==> config.mk <==
export PLATFORM = sky130hd
export DESIGN_NAME = headset_jack_detect_controller
export DESIGN_NICKNAME = d
export VERILOG_FILES = /design/src/rtl/hjd_pkg.sv /design/src/rtl/hjd_button_ring.sv /design/src/rtl/headset_jack_detect_controller.sv
export SDC_FILE = /design/constraint.sdc
export NUM_CORES = 1
export LEC_CHECK = 0
export BUFFER_PORTS_ARGS = -buffer_cell sky130_fd_sc_hd__buf_2
export CORE_MARGIN = 3
export CORE_UTILIZATION = 30
export CTS_CLUSTER_SIZE = 40
export DETAILED_ROUTE_END_ITERATION = 7
export PLACE_DENSITY = 0.49
export RECOVER_POWER = 25
export SYNTH_ARGS = -nofsm -noshare
export SYNTH_HDL_FRONTEND = slang
export SYNTH_SLANG_ARGS = --single-unit
==> constraint.sdc <==
create_clock -name clk -period 10.25 [get_ports clk]
set_input_delay 2.05 -clock clk [delete_from_list [all_inputs] [get_ports clk]]
set_output_delay 2.05 -clock clk [all_outputs]
set_load 0.01 [all_outputs]
==> src/rtl/hjd_pkg.sv <==
// ----------------------------------------------------------------------------
// hjd_pkg: shared types and constants for the headset jack detect controller
// Item structs, phase and register codes, reset values and slot ring sizing.
// ----------------------------------------------------------------------------
package hjd_pkg;

    // hook report ring
    localparam int BUTTON_SLOTS = 4;
    localparam int TIMER_BITS   = 8;
    localparam int SLOT_W       = (BUTTON_SLOTS > 1) ? $clog2(BUTTON_SLOTS) : 1;
    localparam int unsigned TIMER_MAX = (1 << TIMER_BITS) - 1;

    // counter limits
    localparam logic [7:0] ELAPSED_MAX = 8'd255;
    localparam logic [3:0] CHANGES_MAX = 4'd15;

    // register reset values
    localparam logic [7:0] DEBOUNCE_RST     = 8'd35;
    localparam logic [3:0] RETRY_RST        = 4'd10;
    localparam logic [7:0] CODEC_WAIT_RST   = 8'd20;
    localparam logic [7:0] REPORT_DELAY_RST = 8'd30;

    // plug kinds
    localparam logic [1:0] KIND_NONE  = 2'd0;
    localparam logic [1:0] KIND_PHONE = 2'd1;
    localparam logic [1:0] KIND_SET   = 2'd2;

    typedef enum logic [1:0] {
        CFG_DEBOUNCE     = 2'd0,
        CFG_RETRY        = 2'd1,
        CFG_CODEC_WAIT   = 2'd2,
        CFG_REPORT_DELAY = 2'd3
    } cfg_idx_t;

    typedef enum logic [2:0] {
        PH_IDLE     = 3'b001,
        PH_WAIT     = 3'b010,
        PH_DEBOUNCE = 3'b100
    } phase_t;

    typedef struct packed {
        logic jack_level;
        logic hook_level;
        logic jack_event;
        logic hook_event;
        logic codec_suspended;
    } in_item_t;

    typedef struct packed {
        logic [1:0] plug_kind;
        logic       button_down;
        logic       mic_bias_on;
        logic       detect_busy;
        logic       plug_report;
        logic       button_report;
        logic       bounce_overflow;
    } out_item_t;

    // top level to ring
    typedef struct packed {
        logic step;
        logic hook_event;
        logic hook_level;
        logic available;
    } ring_ctrl_t;

    // ring to top level
    typedef struct packed {
        logic report;
        logic key;
    } ring_report_t;

endpackage

==> src/rtl/hjd_button_ring.sv <==
// ----------------------------------------------------------------------------
// hjd_button_ring: ring of delayed hook button reports
// Each hook event takes the next slot; armed slots count down one per item and
// report their key on expiry if available. Expiry precedes the new hook event.
// ----------------------------------------------------------------------------
module hjd_button_ring (
    input  logic                  clk,
    input  logic                  rst_n,
    input  hjd_pkg::ring_ctrl_t   ctrl,
    input  logic [7:0]            report_delay,
    output hjd_pkg::ring_report_t rep
);
    import hjd_pkg::*;

    logic [SLOT_W-1:0]     ring_reg, ring_next;
    logic [BUTTON_SLOTS-1:0] busy_reg, busy_next;
    logic [BUTTON_SLOTS-1:0] key_reg, key_next;
    logic [TIMER_BITS-1:0] timer_reg [BUTTON_SLOTS];
    logic [TIMER_BITS-1:0] timer_next [BUTTON_SLOTS];
    logic [15:0]           delay_wide;
    logic [TIMER_BITS-1:0] arm_value;

    // arm value saturates to the timer range
    assign delay_wide = 16'(report_delay);
    assign arm_value  = (delay_wide > 16'(TIMER_MAX)) ? TIMER_BITS'(TIMER_MAX)
                                                      : TIMER_BITS'(delay_wide);

    always_comb
    begin
        ring_next  = ring_reg;
        busy_next  = busy_reg;
        key_next   = key_reg;
        timer_next = timer_reg;
        rep        = '0;

        // expiry, slot order, last one wins
        for (int i = 0; i < BUTTON_SLOTS; i++)
        begin
            if (busy_reg[i])
            begin
                if (timer_reg[i] <= TIMER_BITS'(1))
                begin
                    busy_next[i]  = 1'b0;
                    timer_next[i] = '0;
                    if (ctrl.available)
                    begin
                        rep.report = 1'b1;
                        rep.key    = key_reg[i];
                    end
                end
                else
                begin
                    timer_next[i] = timer_reg[i] - TIMER_BITS'(1);
                end
            end
        end

        // new hook event
        if (ctrl.hook_event)
        begin
            ring_next = (ring_reg == SLOT_W'(BUTTON_SLOTS - 1)) ? '0
                                                                : ring_reg + SLOT_W'(1);
            if (ctrl.available)
            begin
                for (int i = 0; i < BUTTON_SLOTS; i++)
                begin
                    if (ring_reg == SLOT_W'(i))
                    begin
                        key_next[i] = ctrl.hook_level;
                        if (!busy_next[i])
                        begin
                            busy_next[i]  = 1'b1;
                            timer_next[i] = arm_value;
                        end
                    end
                end
            end
            else
            begin
                rep.report = 1'b1;
                rep.key    = 1'b0;
            end
        end
    end

    always_ff @(posedge clk or negedge rst_n)
    begin
        if (!rst_n)
        begin
            ring_reg  <= '0;
            busy_reg  <= '0;
            key_reg   <= '0;
            for (int i = 0; i < BUTTON_SLOTS; i++)
            begin
                timer_reg[i] <= '0;
            end
        end
        else if (ctrl.step)
        begin
            ring_reg  <= ring_next;
            busy_reg  <= busy_next;
            key_reg   <= key_next;
            timer_reg <= timer_next;
        end
    end

endmodule

==> src/rtl/headset_jack_detect_controller.sv <==
// ----------------------------------------------------------------------------
// headset_jack_detect_controller: jack detection and hook button reporting
// Plug detection sequencer with debounce, plus a ring of delayed key reports.
// ----------------------------------------------------------------------------
// Usage:
//   One input item per 10 ms tick on in_item (valid/ready). Each accepted item
//   gives exactly one result item on out_item (valid/ready).
//   The result is in the output register the cycle after the item is accepted.
//   Throughput: one item per cycle unless the receiver stalls; the whole tick
//   update is one pass of logic from in_item to the state and output registers.
//   in_ready is high while the output register is empty or is being taken,
//   so a new item enters in the same cycle the previous result leaves.
//   If the receiver stalls, the result is held and in_ready drops; no item is
//   lost or repeated, and state only moves on an accepted item.
//   Configuration: cfg_we/cfg_index/cfg_data write one register per cycle,
//   with no wait; the user writes only while the block is idle (not enforced).
//   Reset (rst_n low, asynchronous): phase idle, nothing plugged, bias off,
//   buttons masked, ring empty, registers back to their default values.
// ----------------------------------------------------------------------------
module headset_jack_detect_controller (
    input  logic               clk,
    input  logic               rst_n,
    input  logic               in_valid,
    output logic               in_ready,
    input  hjd_pkg::in_item_t  in_item,
    output logic               out_valid,
    input  logic               out_ready,
    output hjd_pkg::out_item_t out_item,
    input  logic               cfg_we,
    input  logic [1:0]         cfg_index,
    input  logic [7:0]         cfg_data
);
    import hjd_pkg::*;

    // configuration registers
    logic [7:0] debounce_reg;
    logic [3:0] retry_reg;
    logic [7:0] codec_wait_reg;
    logic [7:0] report_delay_reg;

    // detection state
    phase_t     phase_reg, phase_next;
    logic [7:0] elapsed_reg, elapsed_next;
    logic [3:0] changes_reg, changes_next;
    logic       held_jack_reg, held_jack_next;
    logic [1:0] start_kind_reg, start_kind_next;
    logic [1:0] kind_reg, kind_next;
    logic       button_reg, button_next;
    logic       bias_reg, bias_next;
    logic       mask_reg, mask_next;
    logic       pend_reg, pend_next;

    // output stage
    logic      out_valid_reg;
    out_item_t out_item_reg, out_item_next;

    logic         step;
    logic         leave_wait;
    logic         plug_report;
    logic         overflow;
    ring_ctrl_t   ring_ctrl;
    ring_report_t ring_rep;

    assign in_ready  = !out_valid_reg || out_ready;
    assign step      = in_valid && in_ready;
    assign out_valid = out_valid_reg;
    assign out_item  = out_item_reg;

    // ---------------------------------------------------------------- config
    always_ff @(posedge clk or negedge rst_n)
    begin
        if (!rst_n)
        begin
            debounce_reg     <= DEBOUNCE_RST;
            retry_reg        <= RETRY_RST;
            codec_wait_reg   <= CODEC_WAIT_RST;
            report_delay_reg <= REPORT_DELAY_RST;
        end
        else if (cfg_we)
        begin
            case (cfg_idx_t'(cfg_index))
                CFG_DEBOUNCE:     debounce_reg     <= cfg_data;
                CFG_RETRY:        retry_reg        <= cfg_data[3:0];
                CFG_CODEC_WAIT:   codec_wait_reg   <= cfg_data;
                CFG_REPORT_DELAY: report_delay_reg <= cfg_data;
                default:          ;
            endcase
        end
    end

    // ------------------------------------------------------------- detection
    always_comb
    begin
        phase_next      = phase_reg;
        elapsed_next    = elapsed_reg;
        changes_next    = changes_reg;
        held_jack_next  = held_jack_reg;
        start_kind_next = start_kind_reg;
        kind_next       = kind_reg;
        bias_next       = bias_reg;
        mask_next       = mask_reg;
        pend_next       = pend_reg;
        plug_report     = 1'b0;
        overflow        = 1'b0;
        leave_wait      = 1'b0;

        if (phase_reg == PH_DEBOUNCE)
        begin
            if (in_item.jack_event)
                pend_next = 1'b1;
            if (elapsed_reg < ELAPSED_MAX)
                elapsed_next = elapsed_reg + 8'd1;
            // any level change restarts the stable count
            if (in_item.jack_level != held_jack_reg)
            begin
                elapsed_next   = '0;
                held_jack_next = in_item.jack_level;
                if (changes_reg < CHANGES_MAX)
                    changes_next = changes_reg + 4'd1;
            end
            if (elapsed_next >= debounce_reg || changes_next >= retry_reg)
            begin
                overflow = (changes_next >= retry_reg);
                if (held_jack_next)
                    kind_next = KIND_NONE;
                else if (start_kind_reg == KIND_NONE)
                    kind_next = in_item.hook_level ? KIND_PHONE : KIND_SET;
                else
                    kind_next = start_kind_reg;
                if (kind_next != KIND_SET)
                    bias_next = 1'b0;
                else
                    mask_next = 1'b0;
                plug_report = 1'b1;
                phase_next  = PH_IDLE;
            end
        end
        else
        begin
            if (phase_reg == PH_WAIT)
            begin
                if (in_item.jack_event)
                    pend_next = 1'b1;
            end
            else if (in_item.jack_event || pend_reg)
            begin
                pend_next       = 1'b0;
                start_kind_next = kind_reg;
                elapsed_next    = '0;
                changes_next    = '0;
                phase_next      = PH_WAIT;
            end
            // codec wait, evaluated on the starting tick too
            if (phase_next == PH_WAIT)
            begin
                leave_wait = !in_item.codec_suspended;
                if (!leave_wait)
                begin
                    if (elapsed_next < ELAPSED_MAX)
                        elapsed_next = elapsed_next + 8'd1;
                    leave_wait = (elapsed_next >= codec_wait_reg);
                end
                if (leave_wait)
                begin
                    mask_next      = 1'b1;
                    bias_next      = 1'b1;
                    held_jack_next = in_item.jack_level;
                    phase_next     = PH_DEBOUNCE;
                end
            end
        end
    end

    // --------------------------------------------------------- button ring
    // availability uses the state as detection leaves it this tick
    always_comb
    begin
        ring_ctrl.step       = step;
        ring_ctrl.hook_event = in_item.hook_event;
        ring_ctrl.hook_level = in_item.hook_level;
        ring_ctrl.available  = !mask_next && !in_item.jack_level && (kind_next == KIND_SET);
    end

    hjd_button_ring u_ring (
        .clk          (clk),
        .rst_n        (rst_n),
        .ctrl         (ring_ctrl),
        .report_delay (report_delay_reg),
        .rep          (ring_rep)
    );

    assign button_next = ring_rep.report ? ring_rep.key : button_reg;

    // ------------------------------------------------------------ result
    always_comb
    begin
        out_item_next.plug_kind       = kind_next;
        out_item_next.button_down     = button_next;
        out_item_next.mic_bias_on     = bias_next;
        out_item_next.detect_busy     = (phase_next != PH_IDLE);
        out_item_next.plug_report     = plug_report;
        out_item_next.button_report   = ring_rep.report;
        out_item_next.bounce_overflow = overflow;
    end

    always_ff @(posedge clk or negedge rst_n)
    begin
        if (!rst_n)
        begin
            phase_reg      <= PH_IDLE;
            elapsed_reg    <= '0;
            changes_reg    <= '0;
            held_jack_reg  <= 1'b1;
            start_kind_reg <= KIND_NONE;
            kind_reg       <= KIND_NONE;
            button_reg     <= 1'b0;
            bias_reg       <= 1'b0;
            mask_reg       <= 1'b1;
            pend_reg       <= 1'b0;
        end
        else if (step)
        begin
            phase_reg      <= phase_next;
            elapsed_reg    <= elapsed_next;
            changes_reg    <= changes_next;
            held_jack_reg  <= held_jack_next;
            start_kind_reg <= start_kind_next;
            kind_reg       <= kind_next;
            button_reg     <= button_next;
            bias_reg       <= bias_next;
            mask_reg       <= mask_next;
            pend_reg       <= pend_next;
        end
    end

    always_ff @(posedge clk or negedge rst_n)
    begin
        if (!rst_n)
            out_valid_reg <= 1'b0;
        else if (step)
            out_valid_reg <= 1'b1;
        else if (out_ready)
            out_valid_reg <= 1'b0;
    end

    always_ff @(posedge clk)
    begin
        if (step)
            out_item_reg <= out_item_next;
    end

`ifndef NO_ASSERTIONS
    // a finished detection never leaves the sequence running
    a_report_not_busy: assert property (@(posedge clk) disable iff (!rst_n)
        out_valid_reg && out_item_reg.plug_report |-> !out_item_reg.detect_busy)
        else $error("plug report while detection still busy");

    // overflow only on the item that ends detection
    a_overflow_report: assert property (@(posedge clk) disable iff (!rst_n)
        out_valid_reg && out_item_reg.bounce_overflow |-> out_item_reg.plug_report)
        else $error("bounce overflow without plug report");

    // once idle, bias is only kept for a headset
    a_bias_idle: assert property (@(posedge clk) disable iff (!rst_n)
        bias_reg && (phase_reg == PH_IDLE) |-> (kind_reg == KIND_SET))
        else $error("mic bias left on without a headset");

    // buttons are only unmasked for a headset
    a_mask_kind: assert property (@(posedge clk) disable iff (!rst_n)
        !mask_reg |-> (kind_reg == KIND_SET))
        else $error("buttons unmasked without a headset");

    // state moves only on an accepted item
    a_state_hold: assert property (@(posedge clk) disable iff (!rst_n)
        !step |=> $stable(phase_reg) && $stable(kind_reg) && $stable(button_reg))
        else $error("detection state changed without an item");
`endif

endmodule
Yosys cells after proc, flatten, opt, wreduce, memory -nomap -nowiden
Index checks and enable logic that the tools add are counted.
- register bits after elaboration: 103
- logic and storage cells: 206
- output and inout bits: 10
- bits of input ports: 20
- add/subtract/negate cells: 8
- muxes and demuxes: 107
- equality and inequality tests: 14
- order comparisons: 11
- reductions and logical operators: 32
- bitwise operators: 2
- operators with widths (operator ; count):
    $mux W8 ; 30
    $mux W32 ; 2
    $mux W2 ; 22
    $mux W1 ; 38
    $le A8 B1 Y1 const B ; 4
    $mux W4 ; 8
    $sub A8 B1 Y8 const B ; 4
    $mux W3 ; 7
    $reduce_and A4 Y1 ; 5
    $add A8 B1 Y8 const B ; 2
    $ge A8 B8 Y1 ; 2
    $lt A8 B8 Y1 const B ; 2
    $reduce_and A2 Y1 ; 7
    $eq A2 B2 Y1 const B ; 5
    $gt A8 B8 Y1 const B ; 1
    $reduce_bool A2 Y1 ; 4
    $eq A3 B2 Y1 const B ; 2
    $logic_not A2 Y1 ; 3
    $reduce_and A3 Y1 ; 2
    $add A4 B1 Y4 const B ; 1
    $eq A2 B1 Y1 const B ; 2
    $ge A4 B4 Y1 ; 1
    $logic_not A1 Y1 ; 4
    $lt A4 B4 Y1 const B ; 1
    9 further kinds ; 15

Longest topological paths before layout
- depth in word-level cells: 34
- gate-level depth with buffers: 20
- gate-level depth less buffers: 18

Hierarchy
From an unflattened synthesis, not the netlist that was laid out.
- cell total of the unflattened synthesis: 708
- area, all modules: 6627.6 um^2
- by module, submodules not included (module ; instances ; area an instance (um^2) ; cells each ; sequential area each (um^2)):
    headset_jack_detect_controller ; 1 ; 3793.6 ; 374 ; 1584.0
    hjd_button_ring ; 1 ; 2834.0 ; 334 ; 1051.0

Worst setup path after synthesis
No wires, ideal clock.
- path kind: in2reg
- start: in in_item[2] (netlist name)
- end: reg u_ring.timer_reg[21] (netlist name)
- buffers on the path: 2
- stages on the path: 19
- data required time: 10.124 ns
- data arrival time: 5.212 ns
- library setup time: 0.126 ns
- setup slack: 4.912 ns
- cells stage by stage: o21ai_2 nand2_1 inv_1 ha_1 nand4_2 inv_1 o21ai_0 a21oi_1 ha_1 and4_1 a2111oi_2 o31ai_1 o211a_1 buf_2 nor3_2 and2_1 buf_6 o31ai_2 a221o_1
- word-level cells in the longest chain between the ends: 21
- elaborated cells between the ends (all ways): 26
- those cells by class: add/sub (1); order compare (2); eq/ne (1); mux (18); reduce/logical (4)
- ends and longest elaborated chain (what ; line ; text):
    from (decl) ; headset_jack_detect_controller.sv:25 ; input hjd_pkg::in_item_t in_item,
    $logic_or A1 B1 Y1 (*) ; headset_jack_detect_controller.sv:145 ; else if (in_item.jack_event || pend_reg)
    $mux W8 ; headset_jack_detect_controller.sv:145 ;
    $mux W8 ; headset_jack_detect_controller.sv:140 ; if (phase_reg == PH_WAIT)
    $mux W8 ; headset_jack_detect_controller.sv:107 ; if (phase_reg == PH_DEBOUNCE)
    $add A8 B1 Y8 or $lt A8 B8 Y1 (tied branches) ; headset_jack_detect_controller.sv:160, headset_jack_detect_controller.sv:159 ;
    $mux W8 ; headset_jack_detect_controller.sv:159 ; if (elapsed_next < ELAPSED_MAX)
    $mux W8 ; headset_jack_detect_controller.sv:157 ; if (!leave_wait)
    $mux W8 ; headset_jack_detect_controller.sv:154 ; if (phase_next == PH_WAIT)
    [... 4 more ...] ; - ;
    $mux W1 ; headset_jack_detect_controller.sv:107 ;
    $mux W1 ; headset_jack_detect_controller.sv:163 ; if (leave_wait)
    $mux W1 (*) ; headset_jack_detect_controller.sv:154 ;
    $mux W1 (*) ; headset_jack_detect_controller.sv:107 ;
    $logic_not A1 Y1 (*) ; headset_jack_detect_controller.sv:181 ; ring_ctrl.available = !mask_next && !in_item.jack_level && (kind_next == KIND_SET);
    $logic_and A1 B1 Y1 (*) (2 in series) ; headset_jack_detect_controller.sv:181 ;
    $mux W32 (*) ; hjd_button_ring.sv:63 ; if (ctrl.available)
    $mux W32 (*) ; hjd_button_ring.sv:59 ; if (ctrl.hook_event)
    to (signal assigned) ; hjd_button_ring.sv:103 ; timer_reg <= timer_next;
    to (decl) ; hjd_button_ring.sv:18 ; logic [TIMER_BITS-1:0] timer_reg [BUTTON_SLOTS];
Every way passes the cells marked *; elsewhere a longest branch is shown, timed or not. The select of a mux whose other input is x is not followed.
A chain may end at the register's enable or synchronous reset.

Final worst setup path
Same ends and word-level chain as after synthesis.

==> impl_metrics.tcl <==
set metrics [dict create \
    run_status "complete, but fails checks" \
    violations "capacitance limit, slew limit" \
    cts_sinks 103 \
    start_util_pct 30.8 \
    layoutNonFillerInstCount 1006 \
    power_leakage_nw 2.98 \
    synth_compound_area_share_pct 20.5 \
    final_nets 783 \
    endpoint_kind "register" \
    setup_viol 0 \
    cp.required_ns 10.50 \
    synth.distinct_cells 83 \
    drive_gt1_share_pct 15.6 \
    portBuffers 29 \
    postRouteAntennaNets 0 \
    yosys.area_share.simple_pct 19.4 \
    tightest_slew_ns 1.95 \
    viasPerCell 5.31 \
    grt_pass1_vias 5359 \
    cts.path.max_buffers 2 \
    grt_pass1_wl_um 29300 \
    period_needed_ns 5.73 \
    ys.warnings.count 0 \
    syn_nets 762 \
    muxShareOfSynthArea_pct 6.82 \
    yosysTopAreaCellShare_pct 31.1 \
    hold_viol 0 \
    relSlewSlack_pct -30.2 \
    ys_seq_area_share_pct 40.5 \
    core_sq_mm 0.0212 \
    async_reset_ff_share_pct 92.2 \
    post_cts_buffers 0 \
    track_usage_pct 15.4 \
    synth-seq-cells 103 \
    grt-ovfl-total 0 \
    cts-resized-gates 0 \
    holdWs_ns 0.483 \
    via_count 5344 \
    antenna_found_initial 0 \
    synthTopCellsByArea "dfrtp_1, ha_1, dfstp_2" \
    ioPinCount 30 \
    crit_fanout 10 \
    clock-root-buffer "clkbuf_16" \
    antenna_cells 0 \
    rsz0062_at_grt "no" \
    dp.final_hpwl_um 12800 \
    yosysTopAreaCell "dfrtp_1" \
    drc 0 \
    syn_area_per_cell_sq_um 9.24 \
    synthAdderAreaFrac_pct 7.11 \
    finalMaxSlewViolations 35 \
    cts_made_buffers 9 \
    synth_xor_area_share_pct 1.34 \
    drt_iter0_markers 253 \
    gp_congestion 0.851 \
    min_period_over_period_pct 55.9 \
    drt_wl_total_um 17600 \
    die_w_um 153 \
    fin_util_pct 34.2 \
    htree_levels 3 \
    syn2layout_area_growth_pct 11.1 \
    power_density_mw_per_mm2 215 \
    arrival_ns 5.98 \
    grt_max_degree 63 \
    synthTopCellsByCount "dfrtp_1, nand2_1, o21ai_0" \
    cap_violations 1 \
    syn-cell-area_sq_mm 0.00651 \
    yosysMostFrequentCell "dfrtp_1" \
    drtPass1Iterations 5 \
    final.setup_skew_ns 0.0120 \
    routedWlPerCell_um 17.5 \
    place_inst 990 \
    ys.flop_type "dfrtp_1" \
    synth_top_family_by_area "compound AO/OA/AOI/OAI gates" \
    clk-insertion-delay-late_ns 0.36 \
    largest_register_ffs 32 \
    start_kind "input pin" \
    dieArea_sq_mm 0.0235 \
    row_count 53 \
    holdBufCountCts 0 \
    synthCells 705 \
    dieHeight_um 153 \
    irDropWorstVdd_v 0.0000985 \
    clk_pin_slew_ns 0.08 \
    setup_tns_ns 0 \
    worstSetupPathType "input pin to register" \
    cts_tree "yes" \
    hold_path_class "register to register" \
    max_freq_mhz 175 \
    synth_edf_count 8 \
]
-- stage by stage --
stage	worst slack [ns]	power (W)	cell area (sq um)
after global routing	4.17	0.00169	7230
after global placement	4.30	0.00121	6930
after floorplan	4.91	0.00104	6510
final	4.52	0.00156	7230
after detailed placement	4.15	0.00121	6930
after CTS	4.53	0.00158	7240
-- worst max-delay path: stages --
cell and delay, ns:
buf_2 0.13, o21ai_2 0.29, nand2_1 0.16, inv_1 0.10, ha_1 0.25, nand4_2 0.26
inv_1 0.14, o21ai_0 0.09, a21oi_1 0.23, ha_1 0.28, and4_1 0.20, a2111oi_2 0.32
o31ai_1 0.15, o211a_1 0.28, nor3_2 0.21, and2_1 0.36, o31ai_2 0.11, a221o_1 0.37
-- final cells by class --
cell class,count,area [sq um]
Clock buffer,9,225
Multi-Input combinational cell,531,3600
Tap cell,275,344
Inverter,48,180
Timing Repair Buffer,33,169
Sequential cell,103,2640
Fill cell,2182,13900
Clock inverter,7,83.8
-- worst paths after layout --
check,end,cells past startpoint,start,slack (ns)
max,u_ring.timer_reg[21],18,in_item[2],4.52
min,bias_reg,2,bias_reg,0.48
max reg2reg,u_ring.timer_reg[21],18,phase_reg[1],5.45
min reg2reg,bias_reg,2,bias_reg,0.48
max in group asynchronous,elapsed_reg[2],2,rst_n,6.32
min in group asynchronous,u_ring.timer_reg[4],1,rst_n,2.22
-- routing by layer --
layer,global-route usage (%),wire [um]
met4,4.42,349
met2,25.5,8460
met3,3.14,658
met1,20.6,8120
met5,0,0
-- power breakdown --
part	switching (W)	internal, W
combinational	0.000346	0.000224
sequential	0.000107	0.000520
clock	0.000182	0.000176
-- cell usage in the layout, fill, tap and decap left out, types with 8 or more instances in the layout --
cell type  netlist  final
dfrtp_1         81     81
nand2_1         80     79
o21ai_0         57     57
nor2_1          55     55
inv_1           47     47
ha_1            37     37
a21oi_1         34     34
mux2_2          30     30
buf_2            2     27
nor3_1          17     17
dfstp_2         14     14
nand3_1         13     13
o211ai_1        13     13
o31ai_1         12     12
nand4_1         10     10
and2_1           9      9
clkbuf_16        0      9
or3_1            8      8
edfxtp_1         8      8
-- kinds of logic (layout without fill, tap and decap cells) --
kind of cell / after synthesis / in the layout
and+or+nand+nor: 247 / 247
AOI/OAI and AO/OA: 198 / 198
DFF: 103 / 103
buffers and inverters: 71 / 97
muxes: 39 / 39
adders and majority gates: 37 / 37
xor gates and xnor gates: 10 / 10
No activity file was read; power rests on OpenSTA's default activity.
